--- config.mk ---
export PLATFORM = sky130hd
export DESIGN_NAME = flsl_ram
export DESIGN_NICKNAME = d
export VERILOG_FILES = /design/src/design/flsl_ram.sv
export SDC_FILE = /design/constraint.sdc
export NUM_CORES = 2
export LEC_CHECK = 0
export BUFFER_PORTS_ARGS = -buffer_cell sky130_fd_sc_hd__buf_2
export CORE_MARGIN = 10
export CORE_UTILIZATION = 49
export DETAILED_ROUTE_END_ITERATION = 10
export MAX_ROUTING_LAYER = met4
export SLEW_MARGIN = 20
export SYNTH_ARGS = -nofsm -noshare
export SYNTH_HDL_FRONTEND = slang
export SYNTH_SLANG_ARGS = --single-unit
--- constraint.sdc ---
create_clock -name clock -period 3.1 [get_ports clock]
set_clock_uncertainty 0.2 [all_clocks]
set_input_delay 0 -clock clock [delete_from_list [all_inputs] [get_ports clock]]
set_output_delay 0 -clock clock [all_outputs]
set_load 0.01 [all_outputs]
--- src/design/flsl_ram.sv ---
`timescale 1ns / 1ps
module flsl_ram #(
   parameter int WIDTH = 16,
   parameter int DEPTH = 128
) (
   input  logic                     clock,
   input  logic                     we,
   input  logic [$clog2(DEPTH)-1:0] waddr,
   input  logic [WIDTH-1:0]         wdata,
   input  logic [$clog2(DEPTH)-1:0] raddr,
   output logic [WIDTH-1:0]         rdata
);

   logic [WIDTH-1:0] mem_ff [DEPTH];
   logic [WIDTH-1:0] rdata_ff;

   always_ff @(posedge clock) begin
      if (we) begin
         mem_ff[waddr] <= wdata;
      end
      rdata_ff <= mem_ff[raddr];
   end

   assign rdata = rdata_ff;

endmodule

=== Word-level counts from Yosys, hierarchy flattened ===
Memories as Yosys holds them, arrays and structs flattened. A register that Yosys moved wholly into a read port is not among the register bits.
Cells that the tools add are included.

* Add/subtract/negate cells: 0
* Multipliers: 0
* Divide/modulo/power cells: 0
* Order comparisons: 0
* Equality and inequality tests: 0
* Shift operators: 0
* Muxes and demuxes: 2
* Bitwise gates (word level): 0
* Reduce and logical (&&, ||, !) cells: 0

{| class="wikitable"
|+ Operators with widths
! operator !! count
|-
| 1-bit two-way mux || 2
|}

* Bits in registers: 0
* Bits in latches: 0
* RAM bits: 2,048
* Bits in read-only memories: 0
* Input port bits: 32
* Output and inout port bits: 16
* Memories: 1

{| class="wikitable"
|+ Memory list
! memory !! depth !! width !! rd ports !! clocked after memory_dff !! wr ports !! RTL line !! source
|-
| mem_ff || 128 || 16 || 1 || 1 || 1 || 14 || <nowiki>logic [WIDTH-1:0] mem_ff [DEPTH];</nowiki>
|}

=== Depth between registers and ports, before layout ===
* Depth in word-level cells: 2
* Mapped depth: 7
* Gate-level depth less buffers: 4

=== Worst setup path before layout ===
OpenSTA, ideal clock, no wires.

* Path kind: input -> register
* From: in raddr[0]
* To: reg rdata_ff[0], in the netlist rdata[0] (read register of mem_ff)
* Arrival: 2,374 ps
* Slack: 405 ps
* Stages on the path: 6
* Buffers on the path: 2
* Path through: buf_2 -> buf_1 -> mux4_2 -> mux4_2 -> mux4_2 -> mux2_2

{| class="wikitable"
|+ RTL lines
! what !! RTL line !! source
|-
| start, declared || 10 || <nowiki>input logic [$clog2(DEPTH)-1:0] raddr,</nowiki>
|-
| end, declared || 15 || <nowiki>logic [WIDTH-1:0] rdata_ff;</nowiki>
|}

==> flow_summary.yaml <==
status:
  status: "finished, final reports clean"
final_layout:
  storage_element_area_mm2: 0.06182
  postLayoutCoreUtil_pct: 57.55
  area_growth_syn_to_layout_pct: 16.34
  postLayoutCellArea_mm2: 0.09136
  drive_gt1_share_pct: 36.44
  nNetsFinal: 3540
  number_of_fillers_in_the_final_layout: 11050
  multi_input_area_mm2: 0.01606
synth:
  post_synth_inst_count: 3086
  synth_area_per_cell_um2: 25.44
  synth-seq-area-share_pct: 78.73
  post_synth_instance_area_mm2: 0.07852
  syn-num-nets: 3118
  synth_cell_types: 17
  yosys_warn_count: 0
  number_of_storage_elements_in_the_synthesis_netlist: 2064
clock_tree:
  cts_root_buffer: "sky130_fd_sc_hd__clkbuf_16"
  postCtsResizedCells: 0
  clk_pin_slew_ns: 0.07
  worst_skew_pair.late_latency_ns: 0.85
  ctsHtreeMaxLevel: 4
  clock_sinks: 2064
  max-clock-path-buffers: 3
  tritoncts_clock_tree: "yes"
  tritoncts.num_buffers: 203
  post_cts_hold_buffer_count: 36
  postCtsSetupBuffers: 0
drt:
  detailedRoute.firstPassIterationCount: 5
  routed_via_density: 6.322
  routed_wl_mm: 200.3
  detailedRoute.firstIterationViolations: 5325
  drc: 0
  via_count: 36410
  detail_route.wl_per_cell_um: 34.78
  drtAntennaViolNets: 0
placed_design:
  dpl.hpwl_mm: 121.6
  routability_congestion_estimate_from_global_placement: 0.8354
  io_buffer_count: 47
  dpl-instance-area_mm2: 0.08432
floorplan:
  fp.dieW_um: 420.3
  floorplan.rows: 146
  die_h_um: 420.3
  design.die.area_mm2: 0.1767
  core_area_mm2: 0.1587
  initial_utilization_pct: 49.46
  io_pins: 48
grt:
  antenna_found_initial: 18
  number_of_global_route_vias_before_repair: 36690
  grt_overflow_total: 0
  grt_util_all_layers_pct: 23.60
  grt_start_max_net_pins: 97
  grt_pass1_wl_mm: 284.4
critical_path:
  cpMostUsedCell: "sky130_fd_sc_hd__mux4_2"
  worst-endpoint-arrival_ns: 3.59
  timing.critical_path.slowest_cell_delay_ns: 0.57
  crit_required_ns: 3.65
  cell_with_the_largest_stage_delay_on_the_worst_path: "sky130_fd_sc_hd__mux4_2"
  cp-start-kind: "flop"
  worst-r2r-cell-count: 5
  crit_path_leading_delay_family: "multiplexers"
  worst-setup-path-type: "flop to flop"
  path_buf_inv: 1
  crit_path_end_kind: "flop"
  worstSetupPathDepth: 5
  critPathMaxFanout: 1
  critical_path.cell_chain: "mux4_2, mux4_2, mux4_2, dlygate4sd3_1, mux2_2"
sta:
  min_tclk_post_route_ns: 3.041
  slew_headroom_pct: 32.40
  finalSetupViolCount: 0
  rsz0062_at_grt: "no"
  final_setup_tns_ns: 0
  timing.final.crit_share_pct: 98.08
  timing.fmax_mhz: 328.9
  worst_pin_slew_ns: 1.014
  drv_slew: 0
  timing.final.hold_violations: 0
power_and_ir_drop:
  powerDensity_mw_per_mm2: 639.5
  power.leakage_uw: 0.02853
  irDropWorstVdd_mv: 0.5968
hold_path:
  worst_hold_path.num_cells: 2
  worstHoldPathType: "primary input to flop"
run:
  drv_cap: 0
==> per-layer routing <==
metal	GRT usage [%]	share of wire, %	vias to the layer above
met1	33.24	41	20080
met5	-	0	-
met4	5.818	2.4	0
li1	-	-	14380
met2	36.51	49	1686
met3	3.913	8.1	269
==> area by class of cell <==
cell class,instances,share of cell area (%)
diodes,4,0.01096
clock buffers,252,5.873
clock inverters,128,1.415
multi-input cells,858,17.58
flip-flops and latches,2064,67.67
well taps,2072,2.838
repair buffers,381,4.616
==> synthesized netlist by cell type <==
| library cell | n | area [um2] |
|---|---|---|
| sky130_fd_sc_hd__nand3_1 | 12 | 60.06 |
| sky130_fd_sc_hd__mux4_2 | 672 | 15130 |
| sky130_fd_sc_hd__buf_2 | 52 | 260.3 |
| sky130_fd_sc_hd__buf_6 | 1 | 11.26 |
| sky130_fd_sc_hd__edfxtp_1 | 2048 | 61500 |
| sky130_fd_sc_hd__buf_1 | 28 | 105.1 |
| sky130_fd_sc_hd__mux2_2 | 16 | 180.2 |
| sky130_fd_sc_hd__nand2_1 | 14 | 52.55 |
| sky130_fd_sc_hd__clkbuf_1 | 82 | 307.8 |
| sky130_fd_sc_hd__nor2_1 | 122 | 457.9 |
| sky130_fd_sc_hd__or3_1 | 1 | 6.260 |
| sky130_fd_sc_hd__dfxtp_1 | 16 | 320.3 |
| sky130_fd_sc_hd__nor2b_1 | 7 | 43.79 |
| sky130_fd_sc_hd__buf_4 | 1 | 7.510 |
| sky130_fd_sc_hd__nand4_1 | 3 | 18.77 |
| sky130_fd_sc_hd__nor3_1 | 9 | 45.04 |
| sky130_fd_sc_hd__nand2b_1 | 2 | 12.51 |
==> power breakdown <==
group | switching, uW | internal, uW | total [uW]
sequential | 84.4 | 30800 | 30900
combinational | 1840 | 1290 | 3130
clock | 10500 | 13900 | 24400
==> worst register-to-register path: cells and delay by family, from the launching register on <==
kind / cells / cell delay (ns)
muxes: 4 / 1.80
DFF: 1 / 0.38
buffers and inverters: 1 / 0.57
==> cell usage in the layout (no fill, tap or decap), types with 36 or more instances in the layout <==
master | Yosys | routed
sky130_fd_sc_hd__buf_12 | 0 | 104
sky130_fd_sc_hd__buf_4 | 1 | 210
sky130_fd_sc_hd__clkbuf_1 | 82 | 40
sky130_fd_sc_hd__clkbuf_16 | 0 | 204
sky130_fd_sc_hd__clkinv_1 | 0 | 41
sky130_fd_sc_hd__clkinv_2 | 0 | 43
sky130_fd_sc_hd__dlygate4sd3_1 | 0 | 36
sky130_fd_sc_hd__edfxtp_1 | 2048 | 2048
sky130_fd_sc_hd__mux4_2 | 672 | 672
sky130_fd_sc_hd__nor2_1 | 122 | 121
==> stage by stage <==
stage / hold slack (ns) / total power [uW] / worst slack, ns / std cells
after CTS: 0.005012 / 58890 / 0.04933 / 5755
after global placement: 0.2467 / 34560 / -0.04314 / 5339
after global routing: 0.04619 / 60100 / 0.008690 / 5756
after floorplan: -0.1011 / 32970 / 0.4049 / 3086
after detailed placement: 0.2492 / 34620 / -0.04417 / 5339
final: 0.05514 / 58420 / 0.05943 / 5759
==> registers in the layout, indices dropped and copies added (netlist names) <==
signal,cells
mem_ff,2048
rdata,16
==> path summary, 6_finish.rpt <==
check,start,to,slack (ns)
max,mem_ff[50][10]$_DFFE_PP_,rdata[10]$_DFF_P_,0.06
min,wdata[1],mem_ff[83][1]$_DFFE_PP_,0.06
max reg2reg,mem_ff[50][10]$_DFFE_PP_,rdata[10]$_DFF_P_,0.06
min reg2reg,mem_ff[104][0]$_DFFE_PP_,rdata[0]$_DFF_P_,0.94
==> logic make-up (layout without fill, tap and decap cells) <==
kind of cell	Yosys count	in the layout	share of synthesized area (%)
flops	2064	2064	78.73
mux	688	688	19.50
simple gates	170	170	0.8875
buf+inv	164	761	0.8812
other cells	0	4	0
Note: power is estimated with default switching activity, not from simulation.
