$ cat src/design/flsl_pkg.sv
`timescale 1ns / 1ps
package flsl_pkg;

   localparam int FFT_SIZE    = 128;
   localparam int SAMPLE_BITS = 16;
   localparam int HALF_SIZE   = FFT_SIZE / 2;
   localparam int LOG_N       = $clog2(FFT_SIZE);
   localparam int HALF_W      = LOG_N - 1;
   localparam int TW_SHIFT    = 7 - LOG_N;

   // Accumulator: sample times Q1.15 twiddle, summed over the block
   localparam int ACC_W = SAMPLE_BITS + 17 + LOG_N;
   localparam int RE_W  = ACC_W - 15;
   localparam int PWR_W = 2 * RE_W;
   localparam int EXP_W = $clog2(PWR_W);
   localparam int LG_W  = EXP_W + 16;
   localparam int D2_W  = LG_W + 2;
   localparam int MAG_W = LG_W + 1;
   localparam int MDB_W = MAG_W + 16;
   localparam int LO_W  = (MDB_W + 1) / 2;
   localparam int HI_W  = MDB_W - LO_W;
   localparam int TSUM_W = MDB_W + 20;
   localparam int T_W    = TSUM_W - 30;

   localparam int OFFSET_Q16 = (2 * (SAMPLE_BITS - 1) - 16) * 65536;
   localparam logic [TSUM_W-1:0] ROUND_BIAS = TSUM_W'(64'd15 << 29);
   localparam logic [18:0] LOG10_2_Q20 = 19'd315653;
   localparam logic [20:0] RECIP15     = 21'd1118482;
   localparam logic [T_W-1:0] T_CLAMP  = T_W'(983040);

   localparam logic [15:0] FFT_SCALE_RST = 16'd2048;
   localparam logic [15:0] DB_SCALE_RST  = 16'd5120;

   localparam logic CSR_FFT_SCALE = 1'b0;
   localparam logic CSR_DB_SCALE  = 1'b1;

   typedef enum logic [4:0] {
      ST_FILL, ST_LS_GO, ST_LS_WAIT, ST_MAC, ST_DRAIN, ST_WR,
      ST_RD, ST_PWR, ST_PSUM, ST_LGO, ST_LG_WAIT,
      ST_M1, ST_M2, ST_M3, ST_M4, ST_M5, ST_M6, ST_OUT
   } seq_state_type;

   typedef enum logic [2:0] {
      L_IDLE, L_NORM, L_SQ, L_ADJ, L_DONE
   } log_state_type;

   typedef struct packed {
      logic            done;
      logic [LG_W-1:0] lg;
   } log_stat_type;

   localparam logic [15:0] QSINE [0:32] = '{
      16'd0,     16'd1608,  16'd3212,  16'd4808,  16'd6393,  16'd7962,  16'd9512,
      16'd11039, 16'd12540, 16'd14010, 16'd15447, 16'd16846, 16'd18205, 16'd19520,
      16'd20788, 16'd22006, 16'd23170, 16'd24279, 16'd25330, 16'd26320, 16'd27246,
      16'd28106, 16'd28899, 16'd29622, 16'd30274, 16'd30853, 16'd31357, 16'd31786,
      16'd32138, 16'd32413, 16'd32610, 16'd32729, 16'd32768
   };

   // Sine over a full turn of 128 steps, Q1.15
   function automatic logic signed [16:0] sine128(input logic [6:0] t);
      logic [6:0] i;
      logic       neg;
      if (t <= 7'd32) begin
         i = t;
         neg = 1'b0;
      end else if (t <= 7'd64) begin
         i = 7'd64 - t;
         neg = 1'b0;
      end else if (t <= 7'd96) begin
         i = t - 7'd64;
         neg = 1'b1;
      end else begin
         i = 7'(8'd128 - {1'b0, t});
         neg = 1'b1;
      end
      sine128 = neg ? -$signed({1'b0, QSINE[i[5:0]]}) : $signed({1'b0, QSINE[i[5:0]]});
   endfunction

endpackage

$ cat src/design/flsl_log2.sv
`timescale 1ns / 1ps
module flsl_log2
   import flsl_pkg::*;
(
   input  logic             clock,
   input  logic             reset,
   input  logic             start,
   input  logic [PWR_W-1:0] value,
   output log_stat_type     stat
);

   log_state_type    state_ff, state_in;
   logic [PWR_W-1:0] sh_ff, sh_in;
   logic [EXP_W-1:0] e_ff, e_in;
   logic [30:0]      y_ff, y_in;
   logic [61:0]      sq_ff, sq_in;
   logic [15:0]      frac_ff, frac_in;
   logic [3:0]       cnt_ff, cnt_in;
   logic [31:0]      yn;

   always_ff @(posedge clock) begin
      if (reset) begin
         state_ff <= L_IDLE;
      end else begin
         state_ff <= state_in;
      end
      sh_ff   <= sh_in;
      e_ff    <= e_in;
      y_ff    <= y_in;
      sq_ff   <= sq_in;
      frac_ff <= frac_in;
      cnt_ff  <= cnt_in;
   end

   always_comb begin
      state_in = state_ff;
      sh_in    = sh_ff;
      e_in     = e_ff;
      y_in     = y_ff;
      sq_in    = sq_ff;
      frac_in  = frac_ff;
      cnt_in   = cnt_ff;
      yn       = sq_ff[61:30];
      stat.done = 1'b0;
      stat.lg   = {e_ff, frac_ff};
      unique case (state_ff)
         L_IDLE: begin
            if (start) begin
               sh_in   = value;
               e_in    = EXP_W'(PWR_W - 1);
               frac_in = '0;
               cnt_in  = '0;
               state_in = L_NORM;
            end
         end
         L_NORM: begin
            // shift one bit a cycle until the leading one reaches the top or the exponent hits zero
            if (sh_ff[PWR_W-1] || e_ff == '0) begin
               y_in = sh_ff[PWR_W-1 -: 31];
               state_in = L_SQ;
            end else begin
               sh_in = {sh_ff[PWR_W-2:0], 1'b0};
               e_in  = e_ff - 1'b1;
            end
         end
         L_SQ: begin
            sq_in = y_ff * y_ff;
            state_in = L_ADJ;
         end
         L_ADJ: begin
            frac_in = {frac_ff[14:0], yn[31]};
            y_in = yn[31] ? yn[31:1] : yn[30:0];
            cnt_in = cnt_ff + 1'b1;
            state_in = (cnt_ff == 4'd15) ? L_DONE : L_SQ;
         end
         L_DONE: begin
            stat.done = 1'b1;
            state_in = L_IDLE;
         end
         default: state_in = L_IDLE;
      endcase
   end

endmodule

$ cat config.mk
export PLATFORM = sky130hd
export DESIGN_NAME = flsl_log2
export DESIGN_NICKNAME = d
export VERILOG_FILES = /design/src/design/flsl_pkg.sv /design/src/design/flsl_log2.sv
export SDC_FILE = /design/constraint.sdc
export NUM_CORES = 2
export LEC_CHECK = 0
export BUFFER_PORTS_ARGS = -buffer_cell sky130_fd_sc_hd__buf_2
export CAP_MARGIN = 30
export CORE_UTILIZATION = 30
export CTS_CLUSTER_DIAMETER = 40
export CTS_CLUSTER_SIZE = 25
export DETAILED_ROUTE_END_ITERATION = 10
export PLACE_DENSITY = 0.43
export RECOVER_POWER = 100
export SLEW_MARGIN = 20
export SYNTH_ARGS = -nofsm -noshare
export SYNTH_HDL_FRONTEND = slang
export SYNTH_SLANG_ARGS = --single-unit
$ cat constraint.sdc
create_clock -name clock -period 9.95 [get_ports clock]
set_clock_uncertainty 0.05 [all_clocks]
set_input_delay 1.99 -clock clock [delete_from_list [all_inputs] [get_ports clock]]
set_output_delay 1.99 -clock clock [all_outputs]
set_load 0.1 [all_outputs]
[After elaboration in Yosys (flattened, before gate mapping)]
Cells that the tools add are included.
Widths: inputs -> output; s select.
Storage, ports and cells
  register bits after elaboration: 172
  input bits: 53
  output and inout port bits: 23
  word-level logic and storage cells: 46
Operators by class
  $add $sub $neg: 2
  multipliers: 1
  equal/unequal tests: 8
  multiplexer cells: 18
  reduce and logical (&&, ||, !) cells: 10
Operators with widths (number)
  $mux 50: 2
  $pmux 50 s2: 1
  $mul 31x31->62: 1
  $mux 31: 2
  $pmux 31 s2: 1
  $pmux 16 s2: 1
  $mux 16: 1
  $mux 6: 2
  $pmux 3 s4: 1
  $pmux 6 s2: 1
  $mux 3: 3
  $pmux 4 s2: 1
  $eq 3x2->1 const B: 2
  $logic_not 6->1: 1
  $ne 2x2->1 const B: 3
  $reduce_and 2->1: 3
  $reduce_bool 2->1: 3
  $sub 6x1->6 const B: 1
  $add 4x1->4 const B: 1
  $eq 4x4->1 const B: 1
  $mux 4: 1
  $eq 3x1->1 const B: 1
  $eq 3x3->1 const B: 1
  $logic_not 3->1: 1
  3 further kinds: 3

[Longest topological paths before layout]
  depth in word-level cells: 4
  depth in mapped cells: 30
  gate-level depth less buffers: 28

[Worst setup path after synthesis]
OpenSTA, ideal clock, no wires.
  path kind: reg2reg
  start: register y_ff[7]
  end: register sq_ff[53], data pin
  setup time: 0.262 ns
  arrival time: 7.089 ns
  required time: 9.638 ns
  path slack: 2.549 ns
  stages on the path, launching flop included: 28
  path buffers: 3
  period minus slack after synthesis: 7.401 ns
  cell sequence: edfxtp_1 clkbuf_1 clkbuf_1 nand2_1 fa_1 inv_1 fa_1 inv_1 fa_1 inv_1 fa_1 inv_1 fa_1 fa_1 fa_1 fa_1 inv_1 ha_1 clkbuf_2 and4_4 a211oi_2 a21oi_1 a211o_1 a31oi_4 o21bai_2 a21oi_2 o21bai_1 xor2_1
Between the ends
  cells in the longest elaborated chain, start to end: 1
RTL lines
  from (decl): RTL line flsl_log2.sv:15  | logic [30:0] y_ff, y_in;
  from (signal assigned): RTL line flsl_log2.sv:29  | y_ff <= y_in;
  $mul 31x31->62: RTL line flsl_log2.sv:67  | sq_in = y_ff * y_ff;
  to (signal assigned): RTL line flsl_log2.sv:30  | sq_ff <= sq_in;
  to (decl): RTL line flsl_log2.sv:16  | logic [61:0] sq_ff, sq_in;
Every way passes these cells.
A chain may end at the register's enable or synchronous reset.

[Worst setup path after layout]
  start: register y_ff[13]
  end: register sq_ff[60], data pin
The elaborated chain is that of the path after synthesis.

==> results.cfg <==
[worst_setup_path]
arrival_ns = 8.86
crit_path_end_kind = register
crit_type = reg2reg
critPathMaxFanout = 17
critPathLaunchType = register
crit_required_ns = 10.07

[yosys]
synthTopCellsByArea = fa_1 (46%), edfxtp_1 (13%), inv_1 (11%)
yosys-top-cells-count = inv_1 (930), fa_1 (748), nand2_1 (463), ha_1 (270), and2_1 (226)
synth_cell_types = 65
ys_ff_latch = 142
synthArstFlopShare_pct = 0
syn-num-nets = 4435
yosysWarnings = 0
syn_area_um2 = 32760
synth_top_area_cell = fa_1
synth-seq-area-share_pct = 12.92
synth_edf_count = 139
netlist_instances = 3364
synth.most_common_cell = inv_1
syn_area_per_cell_um2 = 9.739
synth_ff_type = edfxtp_1
synth_top_area_share_pct = 45.71

[cts]
cts_tree = yes
ctsResizeCount = 0
cts.sinks = 142
post_cts_buffers = 0
clk_pin_slew_ns = 0.07
insertion_delay_ns = 0.44
h-tree-depth = 4
cts-root-buf = clkbuf_16
clk_path_buf_depth = 2
cts_hold_buf = 0
cts_buffers = 17

[floorplan]
core_area_um2 = 107700
ioPinCount = 76
die-area_um2 = 110500
initial_core_util_pct = 30.43
die_w_um = 332.5
die_y_um = 332.5
num_rows = 120

[route]
drc = 0
postRouteAntennaNets = 0
drtPass1Iterations = 5
wl_per_cell_um = 18.73
via_count = 21306
vias_per_cell = 4.438
drt-total-wl_um = 89940
initialDrtViolationCount = 923

[finish]
area_growth_syn_to_layout_pct = 7.787
final_nets = 4454
layout-drive-gt1-share_pct = 4.388
stdcell_area_um2 = 35310

[status]
status = complete, but fails checks
violations = capacitance limit, slew limit

[flow_run]
drv_cap = 6

[sta]
slew_headroom_pct = -113.6
setup_viol = 0
rsz0062_at_grt = false
min_period_ns = 8.743
worstMarginPinSlew_ns = 3.203
fmax_mhz = 114.4
drv_slew = 263
hold_viol = 0
fin_setup_tns_ns = 0
post-route-period-util_pct = 87.87

[global_route]
globalRoute.totalOverflow = 0
grt_pass1_vias = 24261
grt_max_degree = 66
grt_pass1_wl_um = 143200
grt_antenna_before_repair = 3
grt_use_total_pct = 16.90

[placed_design]
dpl-instance-area_um2 = 34880
gp_congestion = 0.8340
hpwl_um = 75400
io_buffers = 75

[worst_hold_path]
hold_path_class = reg2reg
-- state kept, by name, indices dropped and copies added, names as in the netlist --
name / flops
sq_ff: 32
state_ff: 3
cnt_ff: 4
frac_ff: 16
y_ff: 31
sh_ff: 50
e_ff: 6
-- cells in the final DEF, fill, tap and decap left out, types with 5 or more instances in the layout --
cell type,instances
a21o_1,32
a21oi_1,61
a31o_2,6
a31oi_1,15
and2_0,11
and2_1,215
and3_1,13
buf_2,51
buf_4,40
buf_8,5
clkbuf_1,34
clkbuf_16,17
edfxtp_1,139
fa_1,748
ha_1,270
inv_1,930
mux2i_1,32
nand2_1,462
nand3_1,14
nand4_1,7
nor2_1,53
nor2b_1,11
nor3_1,13
nor4_1,5
o211ai_1,8
o21a_1,5
o21ai_0,63
o21bai_1,7
or2_2,6
xnor2_1,35
xor2_1,24
-- per-stage QoR --
stage	std cells	hold WS (ns)	util, %	worst slack [ns]
final	4801	0.4585	32.80	1.207
after global routing	4799	0.4740	32.80	0.7399
after CTS	4798	0.4606	32.91	1.365
after detailed placement	4766	0.4432	32.40	1.403
after global placement	4758	0.4399	32.29	1.042
after floorplan	3364	0.4336	-	2.549
-- routing by layer --
| metal | wire (µm) | global-route usage (%) | share of wire [%] |
|---|---|---|---|
| met4 | 1129 | 2.394 | 1.3 |
| met5 | 27 | 0 | 0.030 |
| met3 | 1679 | 1.271 | 1.9 |
| met2 | 46780 | 30.73 | 52 |
| met1 | 40320 | 22.27 | 45 |
-- kinds of logic after synthesis --
group,share of synthesized area (%)
compound gates,4.594
flops,12.92
mux,1.012
fa+ha+maj,56.02
xor+xnor,1.577
buf+inv,12.16
simple gates,11.72
-- final cells by class --
type / instances / area [µm²]
antenna: 2 / 5.005
clock buffer: 19 / 432.9
clock inverter: 13 / 115.1
fill: 11268 / 72340
inverter: 930 / 3491
multi-input combinational: 2163 / 24520
sequential: 142 / 4234
tap: 1403 / 1755
timing repair buffer: 129 / 762.0
-- worst paths after layout --
check / cells past startpoint / from / endpoint / slack [ns]
min: 2 / sh_ff[0]$_SDFFCE_PP0P_ / sh_ff[1]$_DFFE_PP_ / 0.46
max: 24 / y_ff[13]$_DFFE_PP_ / sq_ff[60]$_DFFE_PP_ / 1.21
max reg2reg: 24 / y_ff[13]$_DFFE_PP_ / sq_ff[60]$_DFFE_PP_ / 1.21
min reg2reg: 2 / sh_ff[0]$_SDFFCE_PP0P_ / sh_ff[1]$_DFFE_PP_ / 0.46
-- worst max-delay path, cell delays in order (launching register included) --
cell      delay [ns]
edfxtp_1        0.92
buf_4           0.41
and2_1          0.25
fa_1            0.46
fa_1            0.44
fa_1            0.60
inv_1           0.07
fa_1            0.48
inv_1           0.05
fa_1            0.48
fa_1            0.50
fa_1            0.50
inv_1           0.07
fa_1            0.53
inv_1           0.05
ha_1            0.31
a21oi_1         0.22
o211ai_1        0.16
nor3_1          0.24
o211ai_1        0.30
a31oi_1         0.55
o21bai_1        0.26
a21oi_1         0.27
o21bai_1        0.10
xor2_1          0.14
Power is left out: the tool's default activity adds up to more than one toggle a clock period on the data nets, which glitch-free logic cannot reach.
